`config.mk`:
```
export PLATFORM = sky130hd
export DESIGN_NAME = md5_block_compression_unit
export DESIGN_NICKNAME = d
export VERILOG_FILES = /design/src/rtl/md5_pkg.sv /design/src/rtl/md5_ram.sv /design/src/rtl/md5_front.sv /design/src/rtl/md5_queue.sv /design/src/rtl/md5_back.sv /design/src/rtl/md5_block_compression_unit.sv
export SDC_FILE = /design/constraint.sdc
export NUM_CORES = 2
export LEC_CHECK = 0
export ABC_AREA = 1
export BUFFER_PORTS_ARGS = -buffer_cell sky130_fd_sc_hd__buf_4
export CAP_MARGIN = 20
export CORE_MARGIN = 2
export CORE_UTILIZATION = 30
export DETAILED_ROUTE_END_ITERATION = 10
export GPL_TIMING_DRIVEN = 0
export PLACE_DENSITY = 0.43
export SETUP_SLACK_MARGIN = 0.3
export SKIP_CTS_REPAIR_TIMING = 1
export SLEW_MARGIN = 20
export SYNTH_ARGS = -nofsm -noshare
export SYNTH_HDL_FRONTEND = slang
export SYNTH_HIERARCHICAL = 1
export SYNTH_SLANG_ARGS = --single-unit
```
`constraint.sdc`:
```
create_clock -name clk -period 26.8 [get_ports clk]
set_input_delay 8.04 -clock clk [delete_from_list [all_inputs] [get_ports clk]]
set_output_delay 8.04 -clock clk [all_outputs]
set_load 0.05 [all_outputs]
```
`src/rtl/md5_pkg.sv`:
```
package md5_pkg;

  localparam int MSG_WORDS   = 16;
  localparam int MSG_AW      = $clog2(MSG_WORDS);
  localparam int STEPS       = 64;
  localparam int STEP_W      = $clog2(STEPS);
  localparam int QUEUE_DEPTH = 4;
  localparam int QUEUE_AW    = $clog2(QUEUE_DEPTH);
  localparam int DIGEST_WORDS = 4;

  // Fetch skew: the RAM read register, then the word-plus-constant register.
  localparam int RUN_SKEW   = 2;
  localparam int RUN_CYCLES = STEPS + RUN_SKEW;
  localparam int RUN_CNT_W  = $clog2(RUN_CYCLES);

  // Standard initial value, index 0 is A.
  localparam logic [DIGEST_WORDS-1:0][31:0] INIT_VALUE = {
    32'h10325476, 32'h98badcfe, 32'hefcdab89, 32'h67452301
  };

  typedef struct packed {
    logic [31:0]       word;
    logic [MSG_AW-1:0] index;
    logic              first;
    logic              last;
  } word_req_t;

  typedef enum logic [1:0] {
    BK_IDLE,
    BK_RUN,
    BK_FINISH,
    BK_EMIT
  } back_state_t;

  // Message word used by each step.
  function automatic logic [MSG_AW-1:0] msg_index(input logic [STEP_W-1:0] step);
    logic [MSG_AW-1:0] low;
    logic [MSG_AW-1:0] idx;
    low = step[MSG_AW-1:0];
    case (step[STEP_W-1:STEP_W-2])
      2'd0:    idx = low;
      2'd1:    idx = MSG_AW'(low * 4'd5 + 4'd1);
      2'd2:    idx = MSG_AW'(low * 4'd3 + 4'd5);
      default: idx = MSG_AW'(low * 4'd7);
    endcase
    return idx;
  endfunction

  function automatic logic [4:0] rot_amount(input logic [3:0] sel);
    logic [4:0] amt;
    case (sel)
      4'd0:    amt = 5'd7;
      4'd1:    amt = 5'd12;
      4'd2:    amt = 5'd17;
      4'd3:    amt = 5'd22;
      4'd4:    amt = 5'd5;
      4'd5:    amt = 5'd9;
      4'd6:    amt = 5'd14;
      4'd7:    amt = 5'd20;
      4'd8:    amt = 5'd4;
      4'd9:    amt = 5'd11;
      4'd10:   amt = 5'd16;
      4'd11:   amt = 5'd23;
      4'd12:   amt = 5'd6;
      4'd13:   amt = 5'd10;
      4'd14:   amt = 5'd15;
      default: amt = 5'd21;
    endcase
    return amt;
  endfunction

  function automatic logic [31:0] rotl32(input logic [31:0] v, input logic [4:0] s);
    logic [63:0] dbl;
    dbl = {v, v} << s;
    return dbl[63:32];
  endfunction

  function automatic logic [31:0] sine_constant(input logic [STEP_W-1:0] step);
    logic [31:0] k;
    case (step)
      6'd0:  k = 32'hd76aa478;  6'd1:  k = 32'he8c7b756;
      6'd2:  k = 32'h242070db;  6'd3:  k = 32'hc1bdceee;
      6'd4:  k = 32'hf57c0faf;  6'd5:  k = 32'h4787c62a;
      6'd6:  k = 32'ha8304613;  6'd7:  k = 32'hfd469501;
      6'd8:  k = 32'h698098d8;  6'd9:  k = 32'h8b44f7af;
      6'd10: k = 32'hffff5bb1;  6'd11: k = 32'h895cd7be;
      6'd12: k = 32'h6b901122;  6'd13: k = 32'hfd987193;
      6'd14: k = 32'ha679438e;  6'd15: k = 32'h49b40821;
      6'd16: k = 32'hf61e2562;  6'd17: k = 32'hc040b340;
      6'd18: k = 32'h265e5a51;  6'd19: k = 32'he9b6c7aa;
      6'd20: k = 32'hd62f105d;  6'd21: k = 32'h02441453;
      6'd22: k = 32'hd8a1e681;  6'd23: k = 32'he7d3fbc8;
      6'd24: k = 32'h21e1cde6;  6'd25: k = 32'hc33707d6;
      6'd26: k = 32'hf4d50d87;  6'd27: k = 32'h455a14ed;
      6'd28: k = 32'ha9e3e905;  6'd29: k = 32'hfcefa3f8;
      6'd30: k = 32'h676f02d9;  6'd31: k = 32'h8d2a4c8a;
      6'd32: k = 32'hfffa3942;  6'd33: k = 32'h8771f681;
      6'd34: k = 32'h6d9d6122;  6'd35: k = 32'hfde5380c;
      6'd36: k = 32'ha4beea44;  6'd37: k = 32'h4bdecfa9;
      6'd38: k = 32'hf6bb4b60;  6'd39: k = 32'hbebfbc70;
      6'd40: k = 32'h289b7ec6;  6'd41: k = 32'heaa127fa;
      6'd42: k = 32'hd4ef3085;  6'd43: k = 32'h04881d05;
      6'd44: k = 32'hd9d4d039;  6'd45: k = 32'he6db99e5;
      6'd46: k = 32'h1fa27cf8;  6'd47: k = 32'hc4ac5665;
      6'd48: k = 32'hf4292244;  6'd49: k = 32'h432aff97;
      6'd50: k = 32'hab9423a7;  6'd51: k = 32'hfc93a039;
      6'd52: k = 32'h655b59c3;  6'd53: k = 32'h8f0ccc92;
      6'd54: k = 32'hffeff47d;  6'd55: k = 32'h85845dd1;
      6'd56: k = 32'h6fa87e4f;  6'd57: k = 32'hfe2ce6e0;
      6'd58: k = 32'ha3014314;  6'd59: k = 32'h4e0811a1;
      6'd60: k = 32'hf7537e82;  6'd61: k = 32'hbd3af235;
      6'd62: k = 32'h2ad7d2bb;  default: k = 32'heb86d391;
    endcase
    return k;
  endfunction

endpackage

```
`src/rtl/md5_ram.sv`:
```
module md5_ram #(
  parameter int WIDTH = 32,
  parameter int DEPTH = 16
) (
  input  logic                     clk,
  input  logic                     we,
  input  logic [$clog2(DEPTH)-1:0] waddr,
  input  logic [WIDTH-1:0]         wdata,
  input  logic [$clog2(DEPTH)-1:0] raddr,
  output logic [WIDTH-1:0]         rdata
);

  logic [WIDTH-1:0] mem [DEPTH];

  always_ff @(posedge clk) begin
    if (we) begin
      mem[waddr] <= wdata;
    end
    rdata <= mem[raddr];
  end

endmodule

```
`src/rtl/md5_front.sv`:
```
module md5_front import md5_pkg::*; (
  input  logic        clk,
  input  logic        rst,
  input  logic        word_valid,
  output logic        word_ready,
  input  logic [31:0] message_word,
  input  logic        first_block,
  input  logic        last_block,
  output logic        push_valid,
  input  logic        push_ready,
  output word_req_t   push_req
);

  logic [MSG_AW-1:0] word_count;

  assign word_ready = push_ready;
  assign push_valid = word_valid;

  // Tag each word with its place in the block; flags only matter on the final word.
  always_comb begin
    push_req.word  = message_word;
    push_req.index = word_count;
    push_req.first = first_block;
    push_req.last  = last_block;
  end

  always_ff @(posedge clk) begin
    if (rst) begin
      word_count <= '0;
    end else if (word_valid && push_ready) begin
      word_count <= word_count + MSG_AW'(1);
    end
  end

endmodule

```
`src/rtl/md5_queue.sv`:
```
module md5_queue import md5_pkg::*; (
  input  logic      clk,
  input  logic      rst,
  input  logic      push_valid,
  output logic      push_ready,
  input  word_req_t push_req,
  output logic      pop_valid,
  input  logic      pop_ready,
  output word_req_t pop_req
);

  word_req_t            entries [QUEUE_DEPTH];
  logic [QUEUE_AW-1:0]  head;
  logic [QUEUE_AW-1:0]  tail;
  logic [QUEUE_AW:0]    fill;
  logic                 push;
  logic                 pop;

  assign push_ready = fill != (QUEUE_AW+1)'(QUEUE_DEPTH);
  assign pop_valid  = fill != '0;
  assign pop_req    = entries[head];
  assign push       = push_valid && push_ready;
  assign pop        = pop_valid && pop_ready;

  always_ff @(posedge clk) begin
    if (push) begin
      entries[tail] <= push_req;
    end
  end

  always_ff @(posedge clk) begin
    if (rst) begin
      head <= '0;
      tail <= '0;
      fill <= '0;
    end else begin
      if (push) begin
        tail <= tail + QUEUE_AW'(1);
      end
      if (pop) begin
        head <= head + QUEUE_AW'(1);
      end
      case ({push, pop})
        2'b10:   fill <= fill + (QUEUE_AW+1)'(1);
        2'b01:   fill <= fill - (QUEUE_AW+1)'(1);
        default: fill <= fill;
      endcase
    end
  end

endmodule

```
`src/rtl/md5_back.sv`:
```
module md5_back import md5_pkg::*; (
  input  logic        clk,
  input  logic        rst,
  input  logic        q_valid,
  output logic        q_ready,
  input  word_req_t   q_req,
  output logic        digest_valid,
  input  logic        digest_ready,
  output logic [31:0] digest_word,
  output logic [1:0]  word_number,
  output logic        last
);

  back_state_t state;
  back_state_t state_next;

  logic [DIGEST_WORDS-1:0][31:0] cv;
  logic [31:0]          a, b, c, d;
  logic [31:0]          wk;
  logic                 blk_first;
  logic                 blk_last;
  logic [RUN_CNT_W-1:0] cnt;
  logic [1:0]           emit_cnt;
  logic                 pop;
  logic                 block_end;
  logic                 load_out;

  logic [31:0]          rdata;
  logic [MSG_AW-1:0]    raddr;
  logic [STEP_W-1:0]    step_idx;
  logic [1:0]           round;
  logic [31:0]          f;
  logic [31:0]          sum;
  logic [31:0]          b_new;
  logic                 step_en;

  md5_ram #(.WIDTH(32), .DEPTH(MSG_WORDS)) u_msg_ram (
    .clk   (clk),
    .we    (pop),
    .waddr (q_req.index),
    .wdata (q_req.word),
    .raddr (raddr),
    .rdata (rdata)
  );

  assign block_end = q_req.index == MSG_AW'(MSG_WORDS - 1);
  assign q_ready   = pop;

  always_ff @(posedge clk) begin
    if (rst) begin
      state <= BK_IDLE;
    end else begin
      state <= state_next;
    end
  end

  always_comb begin
    state_next = state;
    pop        = 1'b0;
    load_out   = 1'b0;
    case (state)
      BK_IDLE: begin
        pop = q_valid;
        if (q_valid && block_end) begin
          state_next = BK_RUN;
        end
      end
      BK_RUN: begin
        if (cnt == RUN_CNT_W'(RUN_CYCLES - 1)) begin
          state_next = BK_FINISH;
        end
      end
      BK_FINISH: begin
        state_next = blk_last ? BK_EMIT : BK_IDLE;
      end
      BK_EMIT: begin
        load_out = !digest_valid || digest_ready;
        if (load_out && emit_cnt == 2'(DIGEST_WORDS - 1)) begin
          state_next = BK_IDLE;
        end
      end
      default: state_next = BK_IDLE;
    endcase
  end

  // Read for step cnt, add constant for step cnt-1, execute step cnt-2.
  assign raddr    = msg_index(cnt[STEP_W-1:0]);
  assign step_idx = cnt[STEP_W-1:0] - STEP_W'(RUN_SKEW);
  assign round    = step_idx[STEP_W-1:STEP_W-2];
  assign step_en  = (state == BK_RUN) && (cnt >= RUN_CNT_W'(RUN_SKEW));

  always_comb begin
    case (round)
      2'd0:    f = (b & c) | (~b & d);
      2'd1:    f = (b & d) | (c & ~d);
      2'd2:    f = b ^ c ^ d;
      default: f = c ^ (b | ~d);
    endcase
    sum   = a + f + wk;
    b_new = b + rotl32(sum, rot_amount({round, step_idx[1:0]}));
  end

  always_ff @(posedge clk) begin
    if (rst) begin
      cv       <= INIT_VALUE;
      cnt      <= '0;
      emit_cnt <= '0;
      digest_valid <= 1'b0;
    end else begin
      if (pop && block_end) begin
        cnt <= '0;
      end else if (state == BK_RUN) begin
        cnt <= cnt + RUN_CNT_W'(1);
      end
      if (state == BK_FINISH) begin
        emit_cnt <= '0;
        for (int k = 0; k < DIGEST_WORDS; k++) begin
          cv[k] <= (blk_first ? INIT_VALUE[k] : cv[k]) +
                   (k == 0 ? a : k == 1 ? b : k == 2 ? c : d);
        end
      end
      if (load_out) begin
        digest_valid <= 1'b1;
        emit_cnt     <= emit_cnt + 2'd1;
      end else if (digest_ready) begin
        digest_valid <= 1'b0;
      end
    end
  end

  always_ff @(posedge clk) begin
    if (pop && block_end) begin
      blk_first <= q_req.first;
      blk_last  <= q_req.last;
      a <= q_req.first ? INIT_VALUE[0] : cv[0];
      b <= q_req.first ? INIT_VALUE[1] : cv[1];
      c <= q_req.first ? INIT_VALUE[2] : cv[2];
      d <= q_req.first ? INIT_VALUE[3] : cv[3];
    end else if (step_en) begin
      a <= d;
      b <= b_new;
      c <= b;
      d <= c;
    end
    if (state == BK_RUN) begin
      wk <= rdata + sine_constant(cnt[STEP_W-1:0] - STEP_W'(1));
    end
    if (load_out) begin
      digest_word <= cv[emit_cnt];
      word_number <= emit_cnt;
      last        <= emit_cnt == 2'(DIGEST_WORDS - 1);
    end
  end

endmodule

```
`src/rtl/md5_block_compression_unit.sv`:
```
// MD5 block compression unit.
//
// Input channel (word_valid / word_ready): one 32-bit little-endian message
// word per request, already padded, 16 requests to a 512-bit block. The
// first_block and last_block flags are sampled on the sixteenth word only:
// first_block starts the block from the standard initial value, last_block
// makes the unit emit the digest after that block.
// Output channel (digest_valid / digest_ready): four requests, A to D, with
// word_number 0..3 and last set on D. Blocks without last_block emit nothing.
//
// A front stage tags words with their block position and pushes them into a
// four-entry queue; the back end drains the queue into a 16-word message RAM
// and runs one MD5 step per cycle through a single step unit. A block passes
// through a drain of its 16 words, the 64 steps behind the RAM fetch skew,
// one chaining-value update and, for a final block, the emission of four
// digest words. The back end takes no words from the queue until it is idle
// again; the first digest word is registered after the chaining-value update.
// Reset clears the queue and the word counter and loads the initial value.
// When the receiver stalls, the output register holds its word; the queue
// keeps taking words until it fills, then word_ready drops.
module md5_block_compression_unit import md5_pkg::*; (
  input  logic        clk,
  input  logic        rst,
  input  logic        word_valid,
  output logic        word_ready,
  input  logic [31:0] message_word,
  input  logic        first_block,
  input  logic        last_block,
  output logic        digest_valid,
  input  logic        digest_ready,
  output logic [31:0] digest_word,
  output logic [1:0]  word_number,
  output logic        last
);

  logic      push_valid;
  logic      push_ready;
  word_req_t push_req;
  logic      q_valid;
  logic      q_ready;
  word_req_t q_req;

  // Classify: count words within the block.
  md5_front u_front (
    .clk          (clk),
    .rst          (rst),
    .word_valid   (word_valid),
    .word_ready   (word_ready),
    .message_word (message_word),
    .first_block  (first_block),
    .last_block   (last_block),
    .push_valid   (push_valid),
    .push_ready   (push_ready),
    .push_req     (push_req)
  );

  // Decouple: let the front keep accepting while the back compresses or stalls.
  md5_queue u_queue (
    .clk        (clk),
    .rst        (rst),
    .push_valid (push_valid),
    .push_ready (push_ready),
    .push_req   (push_req),
    .pop_valid  (q_valid),
    .pop_ready  (q_ready),
    .pop_req    (q_req)
  );

  // Store, compress, accumulate and emit.
  md5_back u_back (
    .clk          (clk),
    .rst          (rst),
    .q_valid      (q_valid),
    .q_ready      (q_ready),
    .q_req        (q_req),
    .digest_valid (digest_valid),
    .digest_ready (digest_ready),
    .digest_word  (digest_word),
    .word_number  (word_number),
    .last         (last)
  );

endmodule

```
==> impl_metrics.ini <==
[logic_synthesis]
yosys_warnings = 6
postSynthAreaPerCell_um2 = 8.293
yosys-top-cells-area = edfxtp_1, nand2_1, nand3_1
synth_cells = 7566
synth.most_common_cell = nand2_1
yosysTopAreaCellShare_pct = 41.21
synth_commonest_cells = nand2_1, inv_1, edfxtp_1, nand3_1, nor2_1
synth_top_area_cell = edfxtp_1
synthArstFlopShare_pct = 0
synth_edf_count = 861
synthFlopType = edfxtp_1
synth_area_mm2 = 0.06274
syn_nets = 7904
ys_seq_area_share_pct = 47.11
ys_ff_latch = 1046
ys_types = 67

[clock_tree]
cts_tree = yes
htreeDepth = 4
numCtsBuffers = 131
cts.clk_slew.worst_paths_ns = 0.06
cts_root_buf = clkbuf_16
clkLatencyLatePin_ns = 0.80
clock_path_buffers = 3
numClockSinks = 1046

[floorplan]
design.die.area_mm2 = 0.2128
ioPinCount = 75
core_mm2 = 0.2075
placementRows = 167
dieWidth_um = 461.3
initial_utilization_pct = 30.24
die_y_um = 461.3

[critical_path]
path_max_fanout = 13
worstPathArrival_ns = 12.25
slowest_delay_ns = 0.72
end_kind = register
crit_type = register to register
cp_slowest_cell = clkbuf_1
critPathMostFrequentCell = nand2_1
required_ns = 27.30
cp-start-kind = register

[placement]
dp_slack_ns = 15.21
place_hpwl_um = 223200
placed_cells = 10460
postPlaceCellArea_mm2 = 0.06818
io_buffers = 40
place_congestion = 0.9908

[sta]
tns_ns = 0
rsz0062_at_grt = false
layout_min_cycle_time_ns = 11.75
fin_worst_skew_ns = 0.06785
maxSlewViolCount = 0
fin_hold_ws_ns = 0.5067
hold_viol = 0
setup_slack_ns = 15.05
maxSlewHeadroom_pct = 15.86
min_period_over_period_pct = 43.86
worst_slew_pin_slew_ns = 1.262
finalSetupViolCount = 0
max_clock_freq_ghz = 0.08507

[status]
status = finished clean

[global_routing]
grt_pass1_vias = 52890
grt_first_pass_wirelength_um = 400700
gr-total-overflow = 0
grt_usage_pct = 26.41
grt_max_degree = 25
grt_antenna_before_repair = 15

[cells_and_area]
area_growth_pct = 15.62
filler_cell_count = 21690
drive_gt1_share_pct = 7.558
nNetsFinal = 8142
final_core_util_pct = 34.96
fin_cells = 10710
regArea_mm2 = 0.02956
multiInputGateArea_mm2 = 0.02757
final_area_mm2 = 0.07254

[route]
vias_per_cell = 5.224
avgRoutedWirePerCell_um = 26.71
routed_wl_um = 286000
ant_nets = 0
dr.first_iter.drc_count = 6042
drcViolationCount = 0
firstDrtPassIters = 8
num_vias = 55930

[hold_path]
hp-class = register to register

[power]
total_power_mw = 7.378
peakVddDrop_v = 0.00009516
power.leakage_nw = 30.48
powerDensity_mw_per_mm2 = 101.7

[job]
drv_cap = 0
==> path summary, 6_finish.rpt <==
path                              startpoint                    endpoint  cells after the start  slack [ns]
setup / recovery  u_back/cnt[1]$_SDFFE_PP0P_      u_back/b[31]$_DFFE_PP_                     45       15.05
hold / removal    u_back/cv[78]$_SDFFE_PP1P_  u_back/cv[78]$_SDFFE_PP1P_                      2        0.51
setup reg to reg  u_back/cnt[1]$_SDFFE_PP0P_      u_back/b[31]$_DFFE_PP_                     45       15.05
hold reg to reg   u_back/cv[78]$_SDFFE_PP1P_  u_back/cv[78]$_SDFFE_PP1P_                      2        0.51
==> logic make-up after synthesis <==
kind of cell               after synthesis  share of synthesized area (%)
AOI/OAI and AO/OA                     1430                          13.28
xor gates and xnor gates               154                          2.150
adders and majority gates              300                          6.497
buffers and inverters                 1437                          9.582
DFF                                   1046                          47.11
muxes                                    3                        0.04786
and+or+nand+nor                       3196                          21.34
==> metal layers <==
| metal | global-route usage [%] | part of all wire (%) | vias up |
|---|---|---|---|
| met5 | 0 | 0.024 | - |
| met4 | 10.02 | 4.1 | 10 |
| met3 | 3.433 | 6.2 | 432 |
| met2 | 43.85 | 47 | 2129 |
| met1 | 34.85 | 43 | 27290 |
| li1 | - | - | 26080 |
==> placed cells by master (no fill, tap or decap), types with 184 or more instances in the layout <==
cell,netlist,layout
nand2_1,1671,1671
inv_1,1067,1067
edfxtp_1,861,861
nand3_1,820,820
nor2_1,563,541
a21oi_1,481,480
o21ai_0,437,436
ha_1,257,257
dfxtp_1,185,185
clkbuf_1,156,184
==> area by class of cell <==
cell class              count  area share [%]
repair buffers            105           2.173
inverters                1084           5.619
clock buffers             174           4.811
diodes                      7         0.02415
flip-flops and latches   1046           40.75
clock inverters            67           1.126
well taps                2788           4.809
plain buffers             353           2.687
multi-input cells        5083           38.00
==> sequential cells by signal (all words and copies together) (netlist names), named ones only <==
register                flops
u_back/wk                  32
u_back/digest_valid         1
u_back/blk_first            1
u_front/word_count          4
u_back/emit_cnt             2
u_back/state                2
u_back/last                 1
u_back/cnt                  7
u_queue/head                2
u_back/blk_last             1
u_back/u_msg_ram/mem      512
u_back/u_msg_ram/rdata     32
u_back/c                   32
u_queue/tail                2
u_back/a                   32
u_back/b                   32
u_back/digest_word         32
u_back/d                   32
u_queue/entries           152
u_back/word_number          2
u_queue/fill                3
u_back/cv                 128
==> where the power goes <==
group	internal [mW]	switching, mW
registers	2.19	0.101
logic	0.950	2.36
clock network	1.01	0.779
total	4.14	3.24
==> critical path: cells and delay by family (launching register included) <==
family / cells / cell delay (ns)
and+or+nand+nor: 27 / 3.97
buffers and inverters: 7 / 3.07
AOI/OAI and AO/OA: 7 / 1.87
adders and majority gates: 4 / 1.86
DFF: 1 / 0.66
(Power assumes the default switching activity.)
